$ cat src/hdl/lcm_pkg.sv
// Shared types and constants for the LC meter value pipeline.
`default_nettype none
package lcm_pkg;
    localparam int unsigned CFG_IDX_W = 2;
    localparam logic [CFG_IDX_W-1:0] REG_REFERENCE = 2'd0;
    localparam logic [CFG_IDX_W-1:0] REG_FLOOR     = 2'd1;
    localparam logic [CFG_IDX_W-1:0] REG_IND_SCALE = 2'd2;
    localparam logic [CFG_IDX_W-1:0] REG_CAP_SCALE = 2'd3;
    localparam logic OP_INDUCTANCE  = 1'b0;
    localparam logic OP_CAPACITANCE = 1'b1;

    // classified item handed from front to back
    typedef struct packed {
        logic [31:0] ref_sq;
        logic [15:0] count;
        logic [15:0] scale;
        logic        zero;
        logic        clamped;
    } t_job;

    typedef struct packed {
        logic [31:0] value;
        logic        saturated;
        logic        clamped;
    } t_res;
endpackage
`default_nettype wire

$ cat src/hdl/lcm_fifo.sv
// Short queue between front and back end.
`default_nettype none
module lcm_fifo
    import lcm_pkg::*;
(
    input  wire logic i_clk,
    input  wire logic i_rst_n,
    input  wire logic i_push,
    input  t_job      i_job,
    output logic      o_valid,
    output t_job      o_job
);
    // back end never stalls, so one register stage suffices
    logic r_valid;
    t_job r_job;
    always_ff @(posedge i_clk) begin
        if (!i_rst_n) begin
            r_valid <= 1'b0;
        end else begin
            r_valid <= i_push;
        end
        if (i_push) begin
            r_job <= i_job;
        end
    end
    assign o_valid = r_valid;
    assign o_job   = r_job;
endmodule
`default_nettype wire

$ cat config.mk
export PLATFORM = sky130hd
export DESIGN_NAME = lcm_fifo
export DESIGN_NICKNAME = d
export VERILOG_FILES = /design/src/hdl/lcm_pkg.sv /design/src/hdl/lcm_fifo.sv
export SDC_FILE = /design/constraint.sdc
export NUM_CORES = 1
export LEC_CHECK = 0
export ABC_AREA = 1
export BUFFER_PORTS_ARGS = -buffer_cell sky130_fd_sc_hd__buf_2
export CAP_MARGIN = 0
export CORE_MARGIN = 3
export CORE_UTILIZATION = 23
export DETAILED_ROUTE_END_ITERATION = 7
export GPL_ROUTABILITY_DRIVEN = 1
export PLACE_DENSITY = 0.53
export SYNTH_ARGS = -nofsm -noshare
export SYNTH_HDL_FRONTEND = slang
export SYNTH_SLANG_ARGS = --single-unit
$ cat constraint.sdc
create_clock -name i_clk -period 0.8 [get_ports i_clk]
set_input_delay 0.04 -clock i_clk [delete_from_list [all_inputs] [get_ports i_clk]]
set_output_delay 0.04 -clock i_clk [all_outputs]
set_load 0.05 [all_outputs]
==> impl_results.md <==
* Clock network power share at 30.4%
* TritonCTS clock tree: yes
* CP Capture Type: output pin
* Cell area after layout at approximately 0.0042 mm2
* CTS clk-pin slew, worst paths at 0.07 ns
* Max_cap viols at 0
* Final setup fails at 67
* CP delay by family, top: flip-flops
* Nets at 353
* Top-area cell type share of the netlist area at 98.6%
* Layout cells sized above 1 at 53.3%
* RSZ-0062 raised after global routing: true
* Worst hold stages at 4
* Post-layout minimum cycle time at between 0.9 and 1 ns
* Clk buf depth at 2
* Vias per cell at 3.80
* Async set-reset flop share out of synthesis at 0%
* Worst slew margin at 85.9%
* Combinational power share at 22.5%
* Grt total ovfl at 0
* Clock sinks at 67
* Peak VDD IR at 1.73 mV
* Main synth FF type: edfxtp_1
* Final worst path period share at 119%
* Worst-path maximum fanout at 1
* Hold-critical path endpoint: o_valid
* #FFs+latches synth at between 60 and 70
* Root Buffer: clkbuf_8
* Drt pass-1 iters at 4
* Syn-to-layout area delta at 107%
* Critical-path cell list: buf_6
* Net count after synthesis at 138
* CTS Buf Count at 9
* Post-Place Setup Slack at 0.0471 ns
* First-pass GRT wire length at around 8500 um
* DRC at 0
* Critical Path Stages at 1
* Avg WL per Cell at 13.8 um
* Buffer and inverter count on the worst path at 1
* Share of power burned in registers at 47.0%
* Post-CTS Setup Inserts at 0
* Total Die Area at 0.00989 mm2
* Starting Density at 24.1%
* Antenna viol nets, final at 0
* Cell Rows at 33
* CTS H-tree lvls at 3
* Post-synth top cells: 66 x edfxtp_1, 1 x dfxtp_1, 1 x inv_1, 1 x nand2_1
* Setup CP Type: flip-flop to output pin
* Vias in the first global route at 1694
* Routed wire length at 5450 um
* Sequential element share of the synthesized area at ~100%
* Net Sw Power at 2.66 mW
* Die height at 99.5 um
* TNS Setup at -8.28 ns
* Top-count cell post-synth: edfxtp_1
* Initial antenna violation count at 1
* Util after Layout at 49.8%
* Post-DP Area at 0.00286 mm2
* CP max-delay cell: edfxtp_1
* Peak Freq at ~1.1 GHz
* Setup WS post-layout at -0.151 ns
* Final hold vios at 0
* Max-slew violation count at 0
* Total number of vias at 1502
* Pint at around 6.5 mW
* Pin count of the biggest net entering global routing at 39
* Total GRT Usage at a little under an eighth
* Leakage power at 1.73 nW
* Gate Count Post-Synth at 69
* Power per cell area at about 2200 mW/mm2
* Failing checks: negative setup slack
* Slowest stage delay, CP at 0.41 ns
* Synth area leaders: edfxtp_1 99%, dfxtp_1 1.0%, inv_1 0.19%
* Detailed Route Iter0 Violations at 48
* Crit start category: flip-flop
* Die width at between 90 and 100 um
* Hold Path Class: input port to flip-flop
* Status: complete, but fails checks
* Worst slew pin tran at between 0.2 and 0.25 ns
* Cell variety after synth at 4
* Num ports at between 100 and 150
* Syn avg cell area at 29.1 um2
* RePlAce Congestion at around 0.67
* Core footprint at 0.00834 mm2
* CP required at 0.76 ns
* Cell taking the most area after synthesis: edfxtp_1
* Port Buffer Count at 135
* Mapped cell area at ~0.002 mm2
* EDFF count, synth at 66
* Net Sw Frac at between 20% and 30%
* Hpwl dp at around 3500 um
* Synth Warn # at 0
* Arrival @ worst endpoint at 0.91 ns
* Hold Startpoint: i_push
## flip-flops by register name, indices dropped and copies added, names as in the netlist
| signal | flops |
|---|---|
| o_job | 66 |
| o_valid | 1 |
## area by class of cell
class	instances	area, um2
Fill cell	691	4190
Inverter	1	3.75
Timing Repair Buffer	204	1810
Tap cell	105	131
Sequential cell	67	2000
Clock inverter	7	75.1
Antenna cell	1	2.50
Multi-Input combinational cell	1	3.75
Clock buffer	9	124
## cell usage in the layout, fill, tap and decap left out
| master | count |
|---|---|
| buf_12 | 2 |
| buf_2 | 68 |
| buf_6 | 66 |
| buf_8 | 1 |
| bufinv_16 | 1 |
| clkbuf_8 | 9 |
| clkinv_2 | 1 |
| clkinvlp_4 | 3 |
| dfxtp_2 | 1 |
| diode_2 | 1 |
| dlygate4sd3_1 | 67 |
| edfxtp_1 | 66 |
| inv_1 | 1 |
| inv_6 | 2 |
| nand2_1 | 1 |
## through the flow
step / power, mW / hold slack, ns / cells
3_5_place_dp: 5.79 / 0.218 / 311
6_report: 9.12 / 0.185 / 395
5_1_grt: 9.51 / 0.174 / 395
4_1_cts: 9.28 / 0.158 / 394
2_1_floorplan: 5.28 / 0.133 / 69
3_3_place_gp: 5.78 / 0.217 / 311
## kinds of logic (layout without fill, tap and decap cells)
logic type	Yosys count	after routing	share of synthesized area [%]
flip-flops	67	67	99.6
other	0	1	0
AND/OR/NAND/NOR	1	1	0.187
buffers and inverters	1	221	0.187
## routing by layer
| layer | track usage (%) | vias up | wire (um) |
|---|---|---|---|
| met4 | 3.47 | 0 | 51 |
| li1 | - | 708 | - |
| met5 | 0 | - | 0 |
| met1 | 12.0 | 699 | 2000 |
| met3 | 6.24 | 7 | 577 |
| met2 | 20.2 | 88 | 2830 |
## repair_timing
action / 4_1_cts / 5_1_grt
endpoints found under the setup margin: 67 / 67
hold endpoints to repair: 67 / 0
resized for setup: 136 / 0
hold buffers: 67 / 0
## worst max path at each step
stage | slack [ns] | startpoint | end
final | -0.15 | o_job[58] | o_job[58]
after global routing | -0.21 | o_job[63] | o_job[63]
after CTS | -0.19 | o_job[58] | o_job[58]
after detailed placement | 0.05 | i_push | o_job[28]
after global placement | 0.06 | i_push | o_job[11]
after floorplan | 0.16 | o_job[0] | o_job[0]
## power groups by stage
| stage | Clock, mW | Combinational (mW) | Sequential, mW |
|---|---|---|---|
| 6_report | 2.78 | 2.06 | 4.29 |
| 5_1_grt | 3.06 | 2.14 | 4.32 |
| 4_1_cts | 2.93 | 2.06 | 4.30 |
| 3_5_place_dp | 0 | 1.49 | 4.30 |
| 3_3_place_gp | 0 | 1.49 | 4.29 |
| 2_1_floorplan | 0 | 0.00174 | 5.28 |
No activity file was read; power rests on OpenSTA's default activity.
