`src/hdl/lcm_pkg.sv`:
```
// Shared types and constants for the LC meter value pipeline.
`default_nettype none
package lcm_pkg;
    localparam int unsigned CFG_IDX_W = 2;
    localparam logic [CFG_IDX_W-1:0] REG_REFERENCE = 2'd0;
    localparam logic [CFG_IDX_W-1:0] REG_FLOOR     = 2'd1;
    localparam logic [CFG_IDX_W-1:0] REG_IND_SCALE = 2'd2;
    localparam logic [CFG_IDX_W-1:0] REG_CAP_SCALE = 2'd3;
    localparam logic OP_INDUCTANCE  = 1'b0;
    localparam logic OP_CAPACITANCE = 1'b1;

    // classified item handed from front to back
    typedef struct packed {
        logic [31:0] ref_sq;
        logic [15:0] count;
        logic [15:0] scale;
        logic        zero;
        logic        clamped;
    } t_job;

    typedef struct packed {
        logic [31:0] value;
        logic        saturated;
        logic        clamped;
    } t_res;
endpackage
`default_nettype wire

```
`src/hdl/lcm_front.sv`:
```
// Front end: clamp count, pick scale, square the reference.
`default_nettype none
module lcm_front
    import lcm_pkg::*;
(
    input  wire logic        i_clk,
    input  wire logic        i_rst_n,
    input  wire logic        i_valid,
    input  wire logic        i_operation,
    input  wire logic [15:0] i_measured_count,
    input  wire logic [15:0] i_reference,
    input  wire logic [15:0] i_floor,
    input  wire logic [15:0] i_ind_scale,
    input  wire logic [15:0] i_cap_scale,
    output logic             o_valid,
    output t_job             o_job
);
    logic [15:0] w_lim;
    logic [15:0] w_c;
    t_job        n_job;
    logic        r_valid;
    t_job        r_job;

    always_comb begin
        w_lim = (i_measured_count > i_reference) ? i_reference : i_measured_count;
        w_c   = (w_lim < i_floor) ? i_floor : w_lim;
        n_job.ref_sq  = i_reference * i_reference;
        n_job.count   = w_c;
        n_job.scale   = (i_operation == OP_CAPACITANCE) ? i_cap_scale : i_ind_scale;
        n_job.zero    = (w_c == 16'd0);
        n_job.clamped = (w_c != i_measured_count);
    end

    always_ff @(posedge i_clk) begin
        if (!i_rst_n) begin
            r_valid <= 1'b0;
        end else begin
            r_valid <= i_valid;
        end
        r_job <= n_job;
    end

    assign o_valid = r_valid;
    assign o_job   = r_job;
endmodule
`default_nettype wire

```
`config.mk`:
```
export PLATFORM = sky130hd
export DESIGN_NAME = lcm_front
export DESIGN_NICKNAME = d
export VERILOG_FILES = /design/src/hdl/lcm_pkg.sv /design/src/hdl/lcm_front.sv
export SDC_FILE = /design/constraint.sdc
export NUM_CORES = 1
export LEC_CHECK = 0
export ABC_AREA = 1
export ABC_CLOCK_PERIOD_IN_PS = 15000
export BUFFER_PORTS_ARGS = -buffer_cell sky130_fd_sc_hd__buf_2
export CAP_MARGIN = 20
export CELL_PAD_IN_SITES_DETAIL_PLACEMENT = 1
export CELL_PAD_IN_SITES_GLOBAL_PLACEMENT = 1
export CORE_UTILIZATION = 48
export DETAILED_ROUTE_END_ITERATION = 12
export PLACE_DENSITY_LB_ADDON = 0.1
export SKIP_LAST_GASP = 1
export SLEW_MARGIN = 20
export SYNTH_ARGS = -nofsm -noshare
export SYNTH_HDL_FRONTEND = slang
export SYNTH_SLANG_ARGS = --single-unit
```
`constraint.sdc`:
```
create_clock -name i_clk -period 15 [get_ports i_clk]
set_input_delay 2.25 -clock i_clk [delete_from_list [all_inputs] [get_ports i_clk]]
set_output_delay 2.25 -clock i_clk [all_outputs]
set_load 0.005 [all_outputs]
```
==> impl_metrics.toml <==
[timing]
setup_viol = 0
tightest_slew_ps = 571
setup_tns_ps = 0
period_share_pct = 52.1
rsz0062_at_grt = "no"
slew_viol_final = 0
max_freq_mhz = 128
slew_headroom_pct = 62.0
period_needed_ps = 7820
final_hold_viol_count = 0
holdWs_ps = 2090

[logic_synthesis]
synth_top_cell_by_area = "fa_1"
async_flop_share_pct = 0
ys_ff_latch = 66
synth_area_mm2 = 0.0104
synth_area_leaders = "fa_1 (31%), ha_1 (16%), inv_1 (13%)"
ys_types = 40
yosysSeqAreaShare_pct = 12.7
synth_edf_count = 0
yosys_warnings = 0
synth_top_area_share_pct = 31.1
syn_area_per_cell_um2 = 8.06
synthCells = 1293
synth_flop_cell = "dfxtp_1"
syn-num-nets = 1670

[clock_network]
cts.sinks = 66
hold_buffers = 0
cts_made_buffers = 9
cts_resized = 0
clk_pin_slew_worst_paths_ps = 60
cts_max_path_buffers = 2
post-cts-setup-buffer-count = 0
cts_root_buf = "clkbuf_16"
cts_tree = "done"
htreeDepth = 3

[pwr]
clockPowerShare_pct = 8.1
power_mw = 2.72
p_int_mw = 1.30
seqPwrFrac_pct = 10.2
sw_frac_of_total_pct = 52.2
comb_power_share_pct = 81.7
peakVddDrop_mv = 0.291
switchingPower_mw = 1.42
power_density_mw_per_mm2 = 234
p_leak_nw = 7.00

[hold_path]
hold_start = "i_valid"
hold_end = "o_valid"
whs_path_depth = 3
min_path_type = "in2reg"

[global_routing]
grtUsageTotal_pct = 25.8
grt_pass1_wl_um = 44700
grt_overflow = 0
antenna_found_initial = 0
grt_pass1_vias = 9078
grt_max_degree = 32

[cells_and_area]
utilization_pct = 55.0
layout_commonest_cell = "inv_1"
nets = 1786
area_growth_pct = 11.6
drive_above_1_share_pct = 14.7
most-common-layout-cells = "inv_1 (356), nand2_1 (268), fa_1 (162)"

[drt]
routedWlPerCell_um = 15.7
ant_nets = 0
dr_total_vias = 8353
drc_errors = 0
drt_iter0_markers = 282
avgViaCountPerCell = 4.94
drt_pass1_iterations = 4
drt_wl_total_um = 26500

[setup_path]
crit_type = "in2reg"
cp-end-kind = "register"
timing.critical_path.from = "i_reference[8]"
cp-start-kind = "primary input"
cp.arrival_ps = 8040
path_max_fanout = 17
crit_required_ps = 15230

[run_status]
status = "finished, final reports clean"

[die]
die_x_um = 149
dieArea_mm2 = 0.0223
io_pins = 151
die_h_um = 149
rows = 53
core-area_mm2 = 0.0212
start_util_pct = 49.3

[placement]
gp_congestion = 0.835
io_buffer_count = 149
place_hpwl_um = 22600

[run]
maxCapViolations = 0
-- layout make-up --
cell class	instances	area, µm²
Multi-Input combinational cell	826	7570
Inverter	356	1340
Clock inverter	7	76.3
Tap cell	275	344
Fill cell	2655	9520
Antenna cell	1	2.50
Clock buffer	9	225
Timing Repair Buffer	150	753
Sequential cell	66	1320
-- cells in the mapped netlist, types with 3 or more instances --
cell        n
xnor2_1    16
mux2_2     16
nand3b_1    5
o21ai_2     3
nand3_1    55
o21ai_0    23
a21boi_2    3
a211oi_1    3
dfxtp_1    66
or2_2       3
nand2_2     8
a31oi_1     3
a21o_1      5
a21oi_1    36
buf_4       3
xor2_1     22
clkbuf_1   40
ha_1      131
nor2_1     32
fa_1      162
inv_1     356
nand4_1     4
nor3_1      7
nand2_1   268
-- power groups by stage --
stage | Clock, mW | Sequential (mW) | Combinational (mW)
floorplan | 0 | 0.290 | 1.63
global placement | 0 | 0.280 | 2.16
detailed placement | 0 | 0.281 | 2.22
CTS | 0.225 | 0.278 | 2.26
global route | 0.231 | 0.283 | 2.57
finish | 0.221 | 0.277 | 2.22
-- kinds of logic after synthesis --
kind of cell             after synthesis  share of synthesized area [%]
AO/OA/AOI/OAI                         93                           5.52
adder cells (fa/ha/maj)              293                           46.8
multiplexers                          16                           1.73
other                                  1                         0.0360
flip-flops                            66                           12.7
XOR/XNOR                              38                           3.19
AND/OR/NAND/NOR                      385                           15.3
buffers and inverters                401                           14.7
-- state kept, by name, indices dropped and copies added, names as in the netlist --
name     count
o_job       65
o_valid      1
-- layer usage --
layer | vias up | routed length (µm) | GRT usage, %
met4 | 0 | 409 | 6.22
met3 | 31 | 904 | 3.18
met2 | 156 | 13400 | 45.1
met1 | 4106 | 11700 | 33.6
met5 | - | 0 | 0
li1 | 4060 | - | -
-- critical path: stages --
cell and delay (ps):
buf_2 220, nand2_1 160, inv_1 70, fa_1 530, inv_1 50, fa_1 530, inv_1 50, fa_1 530
inv_1 70, fa_1 540, inv_1 50, fa_1 480, inv_1 50, fa_1 480, inv_1 40, ha_1 320
a21oi_1 200, o21ai_2 130, a21boi_2 210, o21bai_2 110, a21boi_0 380, o21ai_2 120, a21boi_2 180, o21ai_0 120
xor2_1 160
-- worst max-delay path by stage --
stage	endpoint	cells after the start	slack (ps)
finish	o_job[64]	25	7180
global placement	o_job[64]	25	6950
global route	o_job[64]	25	6860
floorplan	o_job[64]	22	7220
detailed placement	o_job[64]	25	6810
CTS	o_job[64]	25	7150
-- stage by stage --
step | setup slack, ps | instances | cell area [µm²]
after floorplan | 7220 | 1293 | 10400
after global placement | 6950 | 1673 | 11300
after detailed placement | 6810 | 1673 | 11300
after CTS | 7150 | 1689 | 11600
after global routing | 6860 | 1689 | 11600
final | 7180 | 1690 | 11600
(Power assumes the default switching activity.)
